### src/rtl/core/btlv_pkg.sv
// Shared types and constants of the BER-TLV stream parser.
`timescale 1ns / 1ps
`default_nettype none

package btlv_pkg;

    // Default width of the decoded length and of the value byte counter.
    localparam int LENGTH_BITS_DEF = 16;

    // Entries of the queue between the byte classifier and the parser.
    localparam int QUEUE_DEPTH = 4;

    // Tag escape: low five bits of the first tag byte all ones.
    localparam logic [4:0] TAG_ESCAPE = 5'h1f;
    // Bit of the first tag byte that marks a constructed element.
    localparam int CONSTRUCTED_BIT = 5;
    // Top bit of the first length byte selects the long form.
    localparam int LONG_FORM_BIT = 7;
    // Largest count of following length bytes that is supported.
    localparam logic [6:0] MAX_LEN_BYTES = 7'd2;

    typedef enum logic [2:0] {
        PH_TAG1  = 3'd0,
        PH_TAG2  = 3'd1,
        PH_LEN1  = 3'd2,
        PH_LENX  = 3'd3,
        PH_VALUE = 3'd4,
        PH_SKIP  = 3'd5
    } phase_t;

    typedef enum logic [1:0] {
        KIND_HEADER    = 2'd0,
        KIND_VALUE     = 2'd1,
        KIND_TRUNCATED = 2'd2,
        KIND_LEN_LONG  = 2'd3
    } kind_t;

    // One buffer byte with its precomputed classification.
    typedef struct packed {
        logic [7:0] data;
        logic       eob;
        logic       tag_escape;
        logic       short_len;
        logic       len_cnt_zero;
        logic       len_too_long;
        logic [1:0] len_cnt;
    } btlv_byte_t;

    // One result item.
    typedef struct packed {
        kind_t       kind;
        logic [15:0] tag;
        logic [1:0]  tag_size;
        logic        constructed;
        logic [15:0] value_length;
        logic [1:0]  length_size;
        logic [7:0]  value_out;
        logic        element_end;
        logic        more_follows;
    } btlv_result_t;

endpackage

`default_nettype wire

### src/rtl/core/btlv_front.sv
// Input side: accept buffer bytes and classify them for the parser.
`timescale 1ns / 1ps
`default_nettype none

module btlv_front
    import btlv_pkg::*;
(
    input  wire logic       s_axis_tvalid,
    output logic            s_axis_tready,
    input  wire logic [7:0] s_axis_tdata,
    input  wire logic       s_axis_tlast,
    output logic            push_valid,
    output btlv_byte_t      push_item,
    input  wire logic       push_ready
);

    logic [6:0] len_cnt_full;

    assign len_cnt_full  = s_axis_tdata[6:0];
    assign s_axis_tready = push_ready;
    assign push_valid    = s_axis_tvalid;

    // Classify every byte for each role it could play; the parser picks by phase.
    always_comb begin
        push_item.data         = s_axis_tdata;
        push_item.eob          = s_axis_tlast;
        push_item.tag_escape   = (s_axis_tdata[4:0] == TAG_ESCAPE);
        push_item.short_len    = !s_axis_tdata[LONG_FORM_BIT];
        push_item.len_cnt_zero = (len_cnt_full == 7'd0);
        push_item.len_too_long = (len_cnt_full > MAX_LEN_BYTES);
        push_item.len_cnt      = len_cnt_full[1:0];
    end

endmodule

`default_nettype wire

### src/rtl/core/btlv_queue.sv
// Short queue of classified bytes between the front and the parser.
`timescale 1ns / 1ps
`default_nettype none

module btlv_queue
    import btlv_pkg::*;
(
    input  wire logic       aclk,
    input  wire logic       aresetn,
    input  wire logic       push_valid,
    input  btlv_byte_t      push_item,
    output logic            push_ready,
    output logic            pop_valid,
    output btlv_byte_t      pop_item,
    input  wire logic       pop_ready
);

    localparam int PTR_W = (QUEUE_DEPTH > 1) ? $clog2(QUEUE_DEPTH) : 1;
    localparam int CNT_W = $clog2(QUEUE_DEPTH + 1);

    btlv_byte_t       entry_reg [QUEUE_DEPTH];
    logic [PTR_W-1:0] wr_ptr_reg, wr_ptr_next;
    logic [PTR_W-1:0] rd_ptr_reg, rd_ptr_next;
    logic [CNT_W-1:0] count_reg, count_next;
    logic             do_push, do_pop;

    assign push_ready = (count_reg != CNT_W'(QUEUE_DEPTH));
    assign pop_valid  = (count_reg != '0);
    assign pop_item   = entry_reg[rd_ptr_reg];
    assign do_push    = push_valid && push_ready;
    assign do_pop     = pop_valid && pop_ready;

    always_comb begin
        wr_ptr_next = wr_ptr_reg;
        rd_ptr_next = rd_ptr_reg;
        count_next  = count_reg;
        if (do_push) begin
            wr_ptr_next = (wr_ptr_reg == PTR_W'(QUEUE_DEPTH - 1)) ? '0
                                                                  : wr_ptr_reg + PTR_W'(1);
        end
        if (do_pop) begin
            rd_ptr_next = (rd_ptr_reg == PTR_W'(QUEUE_DEPTH - 1)) ? '0
                                                                  : rd_ptr_reg + PTR_W'(1);
        end
        if (do_push && !do_pop) begin
            count_next = count_reg + CNT_W'(1);
        end else if (do_pop && !do_push) begin
            count_next = count_reg - CNT_W'(1);
        end
    end

    always_ff @(posedge aclk) begin
        if (!aresetn) begin
            wr_ptr_reg <= '0;
            rd_ptr_reg <= '0;
            count_reg  <= '0;
        end else begin
            wr_ptr_reg <= wr_ptr_next;
            rd_ptr_reg <= rd_ptr_next;
            count_reg  <= count_next;
        end
    end

    always_ff @(posedge aclk) begin
        if (do_push) begin
            entry_reg[wr_ptr_reg] <= push_item;
        end
    end

endmodule

`default_nettype wire

### src/rtl/core/btlv_back.sv
// Parser: walk tag, length and value phases and register at most one result per byte.
`timescale 1ns / 1ps
`default_nettype none

module btlv_back
    import btlv_pkg::*;
#(
    parameter int LENGTH_BITS = LENGTH_BITS_DEF
) (
    input  wire logic       aclk,
    input  wire logic       aresetn,
    input  wire logic       pop_valid,
    input  btlv_byte_t      pop_item,
    output logic            pop_ready,
    output logic            out_valid,
    output btlv_result_t    out_result,
    input  wire logic       out_ready
);

    phase_t                 phase_reg, phase_next;
    logic [7:0]             first_tag_reg, first_tag_next;
    logic [15:0]            tag_reg, tag_next;
    logic [LENGTH_BITS-1:0] acc_reg, acc_next;
    logic [1:0]             len_left_reg, len_left_next;
    logic [1:0]             len_count_reg, len_count_next;
    logic [LENGTH_BITS-1:0] val_left_reg, val_left_next;
    logic                   out_valid_reg, out_valid_next;
    btlv_result_t           out_reg;

    logic                   pop;
    logic                   emit;
    logic                   len_done;
    logic [LENGTH_BITS+7:0] acc_shifted;
    btlv_result_t           res;

    assign pop_ready   = !out_valid_reg || out_ready;
    assign pop         = pop_valid && pop_ready;
    assign acc_shifted = {acc_reg, pop_item.data};
    assign out_valid   = out_valid_reg;
    assign out_result  = out_reg;

    always_comb begin
        phase_next     = phase_reg;
        first_tag_next = first_tag_reg;
        tag_next       = tag_reg;
        acc_next       = acc_reg;
        len_left_next  = len_left_reg;
        len_count_next = len_count_reg;
        val_left_next  = val_left_reg;
        emit           = 1'b0;
        len_done       = 1'b0;
        res.kind         = KIND_HEADER;
        res.value_length = '0;
        res.value_out    = '0;
        res.element_end  = 1'b0;
        res.more_follows = 1'b0;

        if (pop) begin
            case (phase_reg)
                PH_TAG1: begin
                    first_tag_next = pop_item.data;
                    len_count_next = '0;
                    acc_next       = '0;
                    len_left_next  = '0;
                    val_left_next  = '0;
                    if (pop_item.tag_escape) begin
                        tag_next   = {pop_item.data, 8'h00};
                        phase_next = PH_TAG2;
                    end else begin
                        tag_next   = {8'h00, pop_item.data};
                        phase_next = PH_LEN1;
                    end
                    if (pop_item.eob) begin
                        emit       = 1'b1;
                        res.kind   = KIND_TRUNCATED;
                        phase_next = PH_TAG1;
                    end
                end
                PH_TAG2: begin
                    tag_next   = {first_tag_reg, pop_item.data};
                    phase_next = PH_LEN1;
                    if (pop_item.eob) begin
                        emit       = 1'b1;
                        res.kind   = KIND_TRUNCATED;
                        phase_next = PH_TAG1;
                    end
                end
                PH_LEN1: begin
                    len_count_next = 2'd1;
                    if (pop_item.short_len) begin
                        acc_next = LENGTH_BITS'(pop_item.data[6:0]);
                        len_done = 1'b1;
                    end else begin
                        acc_next = '0;
                        if (pop_item.len_cnt_zero) begin
                            len_done = 1'b1;
                        end else if (pop_item.len_too_long) begin
                            emit       = 1'b1;
                            res.kind   = KIND_LEN_LONG;
                            phase_next = pop_item.eob ? PH_TAG1 : PH_SKIP;
                        end else begin
                            len_left_next = pop_item.len_cnt;
                            phase_next    = PH_LENX;
                            if (pop_item.eob) begin
                                emit       = 1'b1;
                                res.kind   = KIND_TRUNCATED;
                                phase_next = PH_TAG1;
                            end
                        end
                    end
                end
                PH_LENX: begin
                    // Big-endian: shift the earlier bytes up.
                    acc_next       = acc_shifted[LENGTH_BITS-1:0];
                    len_count_next = len_count_reg + 2'd1;
                    len_left_next  = len_left_reg - 2'd1;
                    if (len_left_next == 2'd0) begin
                        len_done = 1'b1;
                    end else if (pop_item.eob) begin
                        emit       = 1'b1;
                        res.kind   = KIND_TRUNCATED;
                        phase_next = PH_TAG1;
                    end
                end
                PH_VALUE: begin
                    val_left_next = val_left_reg - LENGTH_BITS'(1);
                    if (val_left_next == '0) begin
                        emit             = 1'b1;
                        res.kind         = KIND_VALUE;
                        res.value_length = 16'(acc_reg);
                        res.value_out    = pop_item.data;
                        res.element_end  = 1'b1;
                        res.more_follows = !pop_item.eob;
                        phase_next       = PH_TAG1;
                    end else if (pop_item.eob) begin
                        emit       = 1'b1;
                        res.kind   = KIND_TRUNCATED;
                        phase_next = PH_TAG1;
                    end else begin
                        emit             = 1'b1;
                        res.kind         = KIND_VALUE;
                        res.value_length = 16'(acc_reg);
                        res.value_out    = pop_item.data;
                    end
                end
                default: begin
                    // Skip after an error up to and including the end mark.
                    phase_next = pop_item.eob ? PH_TAG1 : PH_SKIP;
                end
            endcase

            // Length field complete: close a zero-length element, flag a truncation, or open the value.
            if (len_done) begin
                emit = 1'b1;
                if (acc_next == '0) begin
                    res.kind         = KIND_HEADER;
                    res.element_end  = 1'b1;
                    res.more_follows = !pop_item.eob;
                    phase_next       = PH_TAG1;
                end else if (pop_item.eob) begin
                    res.kind   = KIND_TRUNCATED;
                    phase_next = PH_TAG1;
                end else begin
                    res.kind         = KIND_HEADER;
                    res.value_length = 16'(acc_next);
                    val_left_next    = acc_next;
                    phase_next       = PH_VALUE;
                end
            end
        end

        res.tag         = tag_next;
        res.tag_size    = (first_tag_next[4:0] == TAG_ESCAPE) ? 2'd2 : 2'd1;
        res.constructed = first_tag_next[CONSTRUCTED_BIT];
        res.length_size = len_count_next;

        if (pop && emit) begin
            out_valid_next = 1'b1;
        end else if (out_ready) begin
            out_valid_next = 1'b0;
        end else begin
            out_valid_next = out_valid_reg;
        end
    end

    always_ff @(posedge aclk) begin
        if (!aresetn) begin
            phase_reg     <= PH_TAG1;
            first_tag_reg <= '0;
            tag_reg       <= '0;
            acc_reg       <= '0;
            len_left_reg  <= '0;
            len_count_reg <= '0;
            val_left_reg  <= '0;
            out_valid_reg <= 1'b0;
        end else begin
            phase_reg     <= phase_next;
            first_tag_reg <= first_tag_next;
            tag_reg       <= tag_next;
            acc_reg       <= acc_next;
            len_left_reg  <= len_left_next;
            len_count_reg <= len_count_next;
            val_left_reg  <= val_left_next;
            out_valid_reg <= out_valid_next;
        end
    end

    always_ff @(posedge aclk) begin
        if (pop && emit) begin
            out_reg <= res;
        end
    end

endmodule

`default_nettype wire

### src/rtl/core/ber_tlv_stream_parser_core.sv
// Top level of the streaming BER-TLV element parser.
// Takes one buffer byte per transaction on the s_axis side (tlast marks the
// last byte of a buffer) and decodes a flat run of BER-TLV elements: one header
// transaction per element, then one transaction per value byte with tlast on
// the byte that ends the element. A first tag byte with low bits 0x1f pulls in
// a second tag byte; long-form lengths carry up to two big-endian bytes. A buffer
// that ends inside an element gives a truncated result; more than two length
// bytes give a length-too-long result, after which bytes are dropped up to the
// end mark. Bytes that produce nothing (tag bytes, length bytes, skipped bytes)
// give no m_axis transaction. The block sustains one byte per clock cycle while
// the queue is not full; a byte passes the queue before its result is registered. A
// four-entry queue between the byte classifier and the parser absorbs
// back-pressure, so s_axis_tready drops only once the queue is full.
`timescale 1ns / 1ps
`default_nettype none

module ber_tlv_stream_parser_core
    import btlv_pkg::*;
#(
    parameter int LENGTH_BITS = LENGTH_BITS_DEF
) (
    input  wire logic        aclk,
    input  wire logic        aresetn,
    input  wire logic        s_axis_tvalid,
    output logic             s_axis_tready,
    input  wire logic [7:0]  s_axis_tdata,   // data_byte
    input  wire logic        s_axis_tlast,   // end_of_buffer
    output logic             m_axis_tvalid,
    input  wire logic        m_axis_tready,
    // [15:0] tag, [17:16] tag_size, [18] constructed, [34:19] value_length,
    // [36:35] length_size, [44:37] value_out, [45] more_follows, [47:46] zero
    output logic [47:0]      m_axis_tdata,
    output logic [1:0]       m_axis_tuser,   // kind
    output logic             m_axis_tlast    // element_end
);

    logic         push_valid, push_ready;
    btlv_byte_t   push_item;
    logic         pop_valid, pop_ready;
    btlv_byte_t   pop_item;
    btlv_result_t result;

    // Front: accept and classify bytes.
    btlv_front u_front (
        .s_axis_tvalid (s_axis_tvalid),
        .s_axis_tready (s_axis_tready),
        .s_axis_tdata  (s_axis_tdata),
        .s_axis_tlast  (s_axis_tlast),
        .push_valid    (push_valid),
        .push_item     (push_item),
        .push_ready    (push_ready)
    );

    // Decouple the classifier from the parser and the output stalls.
    btlv_queue u_queue (
        .aclk       (aclk),
        .aresetn    (aresetn),
        .push_valid (push_valid),
        .push_item  (push_item),
        .push_ready (push_ready),
        .pop_valid  (pop_valid),
        .pop_item   (pop_item),
        .pop_ready  (pop_ready)
    );

    // Back: advance the parse state and hold one result in the output register.
    btlv_back #(
        .LENGTH_BITS (LENGTH_BITS)
    ) u_back (
        .aclk       (aclk),
        .aresetn    (aresetn),
        .pop_valid  (pop_valid),
        .pop_item   (pop_item),
        .pop_ready  (pop_ready),
        .out_valid  (m_axis_tvalid),
        .out_result (result),
        .out_ready  (m_axis_tready)
    );

    // Pack the result fields onto the stream bus.
    assign m_axis_tdata = {2'b00,
                           result.more_follows,
                           result.value_out,
                           result.length_size,
                           result.value_length,
                           result.constructed,
                           result.tag_size,
                           result.tag};
    assign m_axis_tuser = result.kind;
    assign m_axis_tlast = result.element_end;

endmodule

`default_nettype wire

### config.mk
export PLATFORM = sky130hd
export DESIGN_NAME = ber_tlv_stream_parser_core
export DESIGN_NICKNAME = d
export VERILOG_FILES = /design/src/rtl/core/btlv_pkg.sv /design/src/rtl/core/btlv_front.sv /design/src/rtl/core/btlv_queue.sv /design/src/rtl/core/btlv_back.sv /design/src/rtl/core/ber_tlv_stream_parser_core.sv
export SDC_FILE = /design/constraint.sdc
export NUM_CORES = 1
export LEC_CHECK = 0
export BUFFER_PORTS_ARGS = -buffer_cell sky130_fd_sc_hd__clkbuf_2
export CAP_MARGIN = 20
export CORE_MARGIN = 2
export CORE_UTILIZATION = 54
export CTS_CLUSTER_DIAMETER = 40
export DETAILED_ROUTE_END_ITERATION = 6
export PLACE_DENSITY = 0.76
export SLEW_MARGIN = 10
export SYNTH_ARGS = -nofsm -noshare
export SYNTH_HDL_FRONTEND = slang
export SYNTH_SLANG_ARGS = --single-unit
### constraint.sdc
create_clock -name aclk -period 4.3 [get_ports aclk]
set_clock_uncertainty 0.05 [all_clocks]
set_input_delay 1.075 -clock aclk [delete_from_list [all_inputs] [get_ports aclk]]
set_output_delay 1.075 -clock aclk [all_outputs]
set_load 0.1 [all_outputs]
======== Word-level counts from Yosys, hierarchy flattened ========
Memories as Yosys holds them, arrays and structs flattened. A register that Yosys moved wholly into a read port is not among the register bits.
Cells that the tools add are included.
storage, ports and cells
  flip-flop bits (word level) ............. 120
  memories kept ........................... 1
  input bits .............................. 13
  RAM bits ................................ 60
  logic and storage cells ................. 149
  output and inout port bits .............. 53
cells by class
  mux-type cells .......................... 79
  $add $sub $neg .......................... 7
  order comparisons ....................... 1
  eq/ne operators ......................... 15
  reduce and logical (&&, ||, !) cells .... 25
memories
  name               depth  bits a word  rd ports  clocked after Yosys merged registers in  write ports  line              source
  u_queue.entry_reg  4      15           1         1                                        1            btlv_queue.sv:21  btlv_byte_t entry_reg [QUEUE_DEPTH];
operators with widths
  operator                 number
  $mux W16                 12
  $pmux W16 S2             2
  $mux W2                  26
  $pmux W16 S3             1
  $mux W3                  12
  $logic_not A16 Y1        2
  $mux W8                  2
  $sub A16 B1 Y16 const B  1
  $mux W1                  15
  $pmux W3 S5              1
  $mux W6                  2
  $pmux W2 S3              2
  $eq A5 B5 Y1 const B     2
  $pmux W2 S4              1
  $gt A7 B2 Y1 const B     1
  $logic_not A7 Y1         1
  $mux W7                  1
  $add A2 B1 Y2 const B    3
  $eq A3 B2 Y1 const B     2
  $ne A2 B2 Y1 const B     3
  $ne A3 B2 Y1 const B     2
  $ne A3 B3 Y1 const B     2
  $reduce_bool A3 Y1       2
  $logic_and A1 B1 Y1      5
  other kinds (17)         24

======== Depth between registers and ports, before layout ========
Gate-level depths: netlist (run 1).
  word-level depth ........................ 9
  mapped depth ............................ 12
  gate-level depth less buffers ........... 10

======== Cells and area by module ========
From an unflattened synthesis (run 1), not the netlist that was laid out.
unflattened totals
  cell total of the unflattened synthesis .. 783
  area, all modules ....................... 8,672.1 µm²
modules (own cells, without submodules)
  module                      cells an instance  sequential area each (µm²)  times used  area an instance (µm²)
  btlv_back                   629                2,752.6                     1           5,863.1
  btlv_queue                  129                1,981.9                     1           2,647.5
  btlv_front                  22                 0.0                         1           142.6
  ber_tlv_stream_parser_core  3                  0.0                         1           18.8

======== Worst setup path before layout (run 1) ========
OpenSTA, ideal clock, no wires.
  path type ............................... input-to-reg
  start point ............................. input m_axis_tready
  end point ............................... register u_back.out_reg (netlist bit u_back.out_result[0]) (enable)
  buffers on the path ..................... 2
  required time ........................... 3.793 ns
  cell stages on the path ................. 6
  slack ................................... -0.173 ns
  arrival time ............................ 3.966 ns
  setup time .............................. 0.457 ns
  path through ............................ nor2b_1 -> nor2_1 -> inv_1 -> clkbuf_1 -> clkbuf_1 -> nor2_1
between the ends
  word-level cells in the longest chain between the ends .. 4
ends and longest elaborated chain
  what                   line                              source
  from (decl)            ber_tlv_stream_parser_core.sv:29  input wire logic m_axis_tready,
  $logic_or A1 B1 Y1 *   btlv_back.sv:36                   assign pop_ready = !out_valid_reg || out_ready;
  $logic_and A1 B1 Y1 *  btlv_back.sv:37                   assign pop = pop_valid && pop_ready;
  $mux W1                btlv_back.sv:58                   if (pop) begin
  $logic_and A1 B1 Y1 *  btlv_back.sv:209                  if (pop && emit) begin
  to (signal assigned)   btlv_back.sv:210                  out_reg <= res;
  to (decl)              btlv_back.sv:28                   btlv_result_t out_reg;
Every way passes the cells marked *; elsewhere a longest branch is shown, timed or not.
A chain may end at the register's enable or synchronous reset.

======== Worst setup path after layout (run 1) ========
  start point ............................. register u_back.val_left_reg[0]
  end point ............................... register u_back.out_reg (netlist bit u_back.out_result[13]) (data pin)
between the ends
  word-level cells in the longest chain between the ends .. 7
ends and longest elaborated chain
  what                    line              source
  from (decl)             btlv_back.sv:26   logic [LENGTH_BITS-1:0] val_left_reg, val_left_next;
  from (signal assigned)  btlv_back.sv:203  val_left_reg <= val_left_next;
  $sub A16 B1 Y16 *       btlv_back.sv:126  val_left_next = val_left_reg - LENGTH_BITS'(1);
  $logic_not A16 Y1 *     btlv_back.sv:127  if (val_left_next == '0) begin
  $mux W16 *              btlv_back.sv:127
  $mux W16 *              btlv_back.sv:59   case (phase_reg)
  $mux W16                btlv_back.sv:160  end else if (pop_item.eob) begin
  $mux W16                btlv_back.sv:155  if (acc_next == '0) begin
  $mux W16 *              btlv_back.sv:153  if (len_done) begin
Marked as above.

==> run metrics, run 1 <==
status=finished, final reports clean; gr usage total=26.1%; Area contributors post-synth=edfxtp_1 37%, dfxtp_1 18%, nand2_1 3.8%; first-pass GRT wire length=32,500 um; final WL=20,300 um; Sink Count=174; # rows=44; Die Height=126 um; register clock-pin slew on the reported worst setup and hold paths=0.06 ns; sequential area share after synthesis=55.5%; fin nets=825; Antenna Cells=0; asr flop ratio synth=0%; PostCTS Resize Cnt=0; Detailed Place HPWL=14,100 um; Avg Vias per Cell=6.32; Pre-antenna DRT Iters=6; Remaining Overflow, GRT=0; met2 wire length=9630 um; number of global-route vias before repair=6,120; post-synth cell types=75; Yosys warnings=0; mean post-synth cell area=10.7 um^2; Post-Syn Area=8090 um^2; Fmax=274 MHz; met1 WL=8600 um; final hold vios=0; Tcrit/Tclk final=84.8%; WP data required=4.53 ns; Yosys top cell by area=edfxtp_1; number of DRC markers in iteration 0=687; die span in x=126 um; io pins=66; ANT nets after route=0; Max clock buf depth=2; layout cell share with drive strength beyond 1=16.4%; WL met3=1440 um; Critical Path Fanout Max=14; most frequent cells in the layout=101 x edfxtp_1, 82 x nand2_1, 73 x dfxtp_1; Area Growth Syn to Fin=12.0%; main flop type after synthesis=edfxtp_1; Slew @ Worst Pin=1.07 ns; worst rel slew slack=28.2%; CP Launch Type=register; CP peak stage delay=0.63 ns; top layer used by detailed routing=met4; # Post-CTS Setup Buffers=0; Clock Latency Late Sink=0.44 ns; Initial Util=55.5%; Crit path buffers/inverters=2; crit path max-delay cell type=or4b_1; type of element capturing the critical path=register; die area=16,000 um^2; clock period minus worst slack=3.64 ns; H-tree depth=4; clock root buffer=clkbuf_16; hold crit path type=reg2reg; crit-path cells=inv_1 -> ha_1 -> or4b_1 -> o31ai_1 -> o2111ai_1 -> nor4_2 -> a21oi_2 -> buf_4 -> nor2_2 -> a22o_1; Largest register FFs=52; DRC=0; flops & latches, synth=174; proportion of netlist area held by the largest area contributor=37.5%; Crit path max-delay family=simple AND/OR/NAND/NOR gates; initial antenna violation count=0; largest net degree at the start of global routing=50; # Max-Cap Violations=0; Hold Buf Count CTS=0; Inserted Clock Buffers=17; commonest non-fill, non-tap cell in the layout=edfxtp_1; CTS tree=done; gpl congestion=0.942; RSZ-0062 raised after global routing=no; TNS Setup=0 ns; # port buffers=63; Critical Path AT=3.88 ns; Pins Over Slew Limit=0; CORE AREA=14,600 um^2; Fill cells=1,143; synthesized instance count=757; setup violators final=0; routed length per instance=20.3 um; via count=6,309; Setup CP Type=reg2reg; Post-synth EDFFs=101
area by class of cell:
type | count | area (um^2) | area share [%]
multi-input combinational | 514 | 3320 | 36.6
clock inverter | 13 | 91.3 | 1.01
timing repair buffer | 79 | 435 | 4.80
tap | 184 | 230 | 2.54
clock buffer | 19 | 433 | 4.78
sequential | 174 | 4490 | 49.6
inverter | 16 | 60.1 | 0.663
layer usage:
metal / vias up / track usage [%]
met5: - / 0
met2: 305 / 41.1
met1: 3039 / 34.8
met4: 0 / 13.1
met3: 57 / 4.89
li1: 2908 / -
synth_stat cells (all sizes together), types with 11 or more instances:
| cell | number |
|---|---|
| a22oi | 21 |
| and2 | 28 |
| mux4 | 11 |
| a22o | 13 |
| nor2b | 19 |
| nor2 | 55 |
| inv | 15 |
| nor3 | 18 |
| edfxtp | 101 |
| a21oi | 28 |
| a21boi | 17 |
| dfxtp | 73 |
| nand2 | 82 |
| nand3 | 16 |
| buf | 13 |
| o21ai | 53 |
| nor4 | 13 |
| clkbuf | 41 |
logic make-up after synthesis:
kind of cell             count (synthesis)  synth area share [%]
buffers and inverters                   70                  3.59
AND/OR/NAND/NOR                        276                  17.2
flip-flops                             174                  55.5
AO/OA/AOI/OAI                          201                  17.2
XOR/XNOR                                 4                 0.433
adder cells (fa/ha/maj)                 10                  1.64
other                                    1                0.0463
multiplexers                            21                  4.33
final timing paths:
check                                            start                                   end  slack, ns  depth (start not counted)
setup / recovery   u_back.val_left_reg[0]$_SDFFE_PN0P_   u_back.out_result[13]$_SDFFCE_PN0P_       0.66                         10
hold / removal    u_back.first_tag_reg[7]$_SDFFE_PN0P_  u_back.first_tag_reg[7]$_SDFFE_PN0P_       0.43                          2
setup reg to reg   u_back.val_left_reg[0]$_SDFFE_PN0P_   u_back.out_result[13]$_SDFFCE_PN0P_       0.66                         10
hold reg to reg   u_back.first_tag_reg[7]$_SDFFE_PN0P_  u_back.first_tag_reg[7]$_SDFFE_PN0P_       0.43                          2
worst reg2reg max path, cell delays in order, from the launching register on:
cell and delay, ns:
dfxtp_1 0.40, inv_1 0.09, ha_1 0.36, or4b_1 0.63, o31ai_1 0.36, o2111ai_1 0.19
nor4_2 0.32, a21oi_2 0.11, buf_4 0.20, nor2_2 0.47, a22o_1 0.31
metrics by stage:
stage / instances / hold slack [ns] / util [%] / instance area [um^2] / setup slack [ns]
2_1_floorplan: 758 / 0.391 / - / 8100 / 0.654
3_3_place_gp: 967 / 0.401 / 58.5 / 8540 / 0.781
3_5_place_dp: 967 / 0.426 / 58.5 / 8540 / 0.767
4_1_cts: 999 / 0.435 / 62.1 / 9060 / 0.721
5_1_grt: 999 / 0.462 / 62.1 / 9060 / 0.466
6_report: 999 / 0.435 / 62.1 / 9060 / 0.655
Power of run 1 is not shown: default switching activity piles up to over one toggle a cycle in this logic, so the estimate is an artifact.
==> inputs of run 2 (changes only) <==
==> constraint.sdc (replaced) <==
create_clock -name aclk -period 2.95 [get_ports aclk]
set_clock_uncertainty 0.05 [all_clocks]
set_input_delay 0.7375 -clock aclk [delete_from_list [all_inputs] [get_ports aclk]]
set_output_delay 0.7375 -clock aclk [all_outputs]
set_load 0.1 [all_outputs]
==> run 2 against run 1 <==
  * Die area unchanged
  * First-iteration DRC count is 11% higher
  * Global-route usage up 0.81 points
  * Setup slack got worse by 0.55 ns
  * Non-clock buffer count is 43 higher
  * Flip-flop and latch count is the same
  * Design area grew 5.4%
  * Fmax up 28%
  * Sequential share of layout area is 2.5 points lower
  * Count of clock-buffer cells in the layout grew 1
  * Register-to-register slack lost 0.55 ns
  * Highest routed layer unchanged
==> run metrics, run 2 (synthesized netlist as in run 1, its figures left out) <==
Pins Over Slew Limit=0 (unchanged); CTS tree=done (unchanged); hold crit path type=reg2reg (unchanged); gpl congestion=0.959 (was 0.942); register clock-pin slew on the reported worst setup and hold paths=0.06 ns (about the same); Sink Count=174 (unchanged); Avg Vias per Cell=6.38 (was 6.32); initial antenna violation count=0 (unchanged); final std cells w/o fill=1,042 (was 999); design area=9550 um^2 (was 9060 um^2); clock root buffer=clkbuf_16 (unchanged); number of DRC markers in iteration 0=760 (was 687); layout cell share with drive strength beyond 1=21.7% (was 16.4%); final WL=21,200 um (was 20,300 um); DRC=0 (unchanged); Setup CP Type=reg2reg (unchanged); fin nets=868 (was 825); Critical Path Fanout Max=14 (unchanged); WHS Endpoint=u_back.first_tag_reg[6]$_SDFFE_PN0P_ (was u_back.first_tag_reg[7]$_SDFFE_PN0P_); CORE AREA=14,600 um^2 (unchanged); Area after DPL=8890 um^2 (was 8540 um^2); die area=16,000 um^2 (unchanged); largest net degree at the start of global routing=50 (unchanged); WP data required=3.08 ns (was 4.53 ns); final hold vios=0 (unchanged); Critical Path AT=2.98 ns (was 3.88 ns); number of global-route vias before repair=6,489 (was 6,120); Clock Latency Late Sink=0.43 ns (was 0.44 ns); Inserted Clock Buffers=17 (unchanged); status=finished, final reports clean (unchanged); Initial Util=55.5% (unchanged); via count=6,651 (was 6,309); FF-to-FF End=u_back.out_result[12]$_SDFFCE_PN0P_ (was u_back.out_result[13]$_SDFFCE_PN0P_); first-pass GRT wire length=33,800 um (was 32,500 um); most frequent cells in the layout=101 x edfxtp_1, 82 x nand2_1, 70 x dfxtp_1 (was 101 x edfxtp_1, 82 x nand2_1, 73 x dfxtp_1); Remaining Overflow, GRT=0 (unchanged); Fmax=351 MHz (was 274 MHz); Tcrit/Tclk final=96.6% (was 84.8%); Slew @ Worst Pin=0.746 ns (was 1.07 ns); Die Height=126 um (unchanged); worst rel slew slack=50.2% (was 28.2%); Max clock buf depth=2 (unchanged); Detailed Place HPWL=14,500 um (was 14,100 um); setup violators final=0 (unchanged); CP startpoint=u_back.val_left_reg[1]$_SDFFE_PN0P_ (was u_back.val_left_reg[0]$_SDFFE_PN0P_); io pins=66 (unchanged); clock period minus worst slack=2.85 ns (was 3.64 ns); ANT nets after route=0 (unchanged); H-tree depth=4 (unchanged); type of element capturing the critical path=register (unchanged); Pre-antenna DRT Iters=6 (unchanged); # Max-Cap Violations=0 (unchanged); worst reg2reg path depth=10 (unchanged); Largest register FFs=52 (unchanged); CP Launch Type=register (unchanged); HP Start=u_back.first_tag_reg[6]$_SDFFE_PN0P_ (was u_back.first_tag_reg[7]$_SDFFE_PN0P_); R2R Path Start=u_back.val_left_reg[1]$_SDFFE_PN0P_ (was u_back.val_left_reg[0]$_SDFFE_PN0P_); Area Growth Syn to Fin=18.1% (was 12.0%); gr usage total=26.9% (was 26.1%); # port buffers=63 (unchanged); WHS Path Cells=2 (unchanged); sequential cell area=4500 um^2 (was 4490 um^2); Worst R2R Setup Slack=0.10 ns (was 0.66 ns); RSZ-0062 raised after global routing=no (unchanged); DP Cell Count=1,010 (was 967); # rows=44 (unchanged); routed length per instance=20.4 um (was 20.3 um); Fill cells=1,086 (was 1,143); multi-input logic area=3340 um^2 (was 3320 um^2); die span in x=126 um (unchanged); Antenna Cells=0 (unchanged); commonest non-fill, non-tap cell in the layout=edfxtp_1 (unchanged)
-- run 2: how the worst max path moves through the flow --
| stage | to | slack [ns] |
|---|---|---|
| final | u_back.out_result[12]$_SDFFCE_PN0P_ | 0.10 |
| after floorplan | u_back.out_result[26]$_SDFFCE_PN0P_ | 0.005 |
| after global placement | u_back.out_result[22]$_SDFFCE_PN0P_ | 0.02 |
| after detailed placement | u_back.out_result[22]$_SDFFCE_PN0P_ | -0.09 |
| after global routing | u_back.out_result[12]$_SDFFCE_PN0P_ | 0.01 |
| after CTS | u_back.out_result[48]$_SDFFCE_PN0P_ | 0.0001 |
-- run 2: layer usage --
metal	share of wire, %	vias up	GRT usage (%)
met5	0	-	0
li1	-	3001	-
met2	48	354	43.8
met4	3.1	0	12.0
met1	41	3237	35.1
met3	7.4	59	5.31
-- run 2: layout make-up --
class	instances	share of cell area [%]
inverter	16	0.629
timing repair buffer	122	8.20
clock inverter	12	1.90
clock buffer	20	4.78
multi-input combinational	514	35.0
tap	184	2.41
sequential	174	47.1
-- run 2: per-stage QoR --
| stage | TNS (ns) | setup slack (ns) | util [%] | hold slack [ns] |
|---|---|---|---|---|
| after global placement | 0 | 0.0171 | 60.9 | 0.400 |
| after global routing | 0 | 0.0107 | 65.5 | 0.470 |
| after detailed placement | -0.220 | -0.0866 | 60.9 | 0.420 |
| after floorplan | 0 | 0.00487 | - | 0.391 |
| final | 0 | 0.102 | 65.5 | 0.427 |
| after CTS | 0 | 0.000112 | 65.4 | 0.428 |
-- run 2: critical path, stage by stage, from the launching register on --
cell and delay [ns]:
dfxtp_1 0.32, inv_1 0.07, ha_1 0.19, or4b_1 0.51
or4_1 0.54, o2111ai_1 0.16, nor4_2 0.09, a21oi_2 0.19
nor2_2 0.04, buf_4 0.19, a22o_1 0.24
-- run 2: what timing repair did --
item | in CTS | in global routing
setup buffers | 0 | 0
cloned | 0 | 0
endpoints found under the setup margin | 5 | 25
resized for setup | 2 | 6
hold buffers | 0 | 0
endpoints found under the hold margin | 0 | 0
Power of run 2 is left out for the same reason.
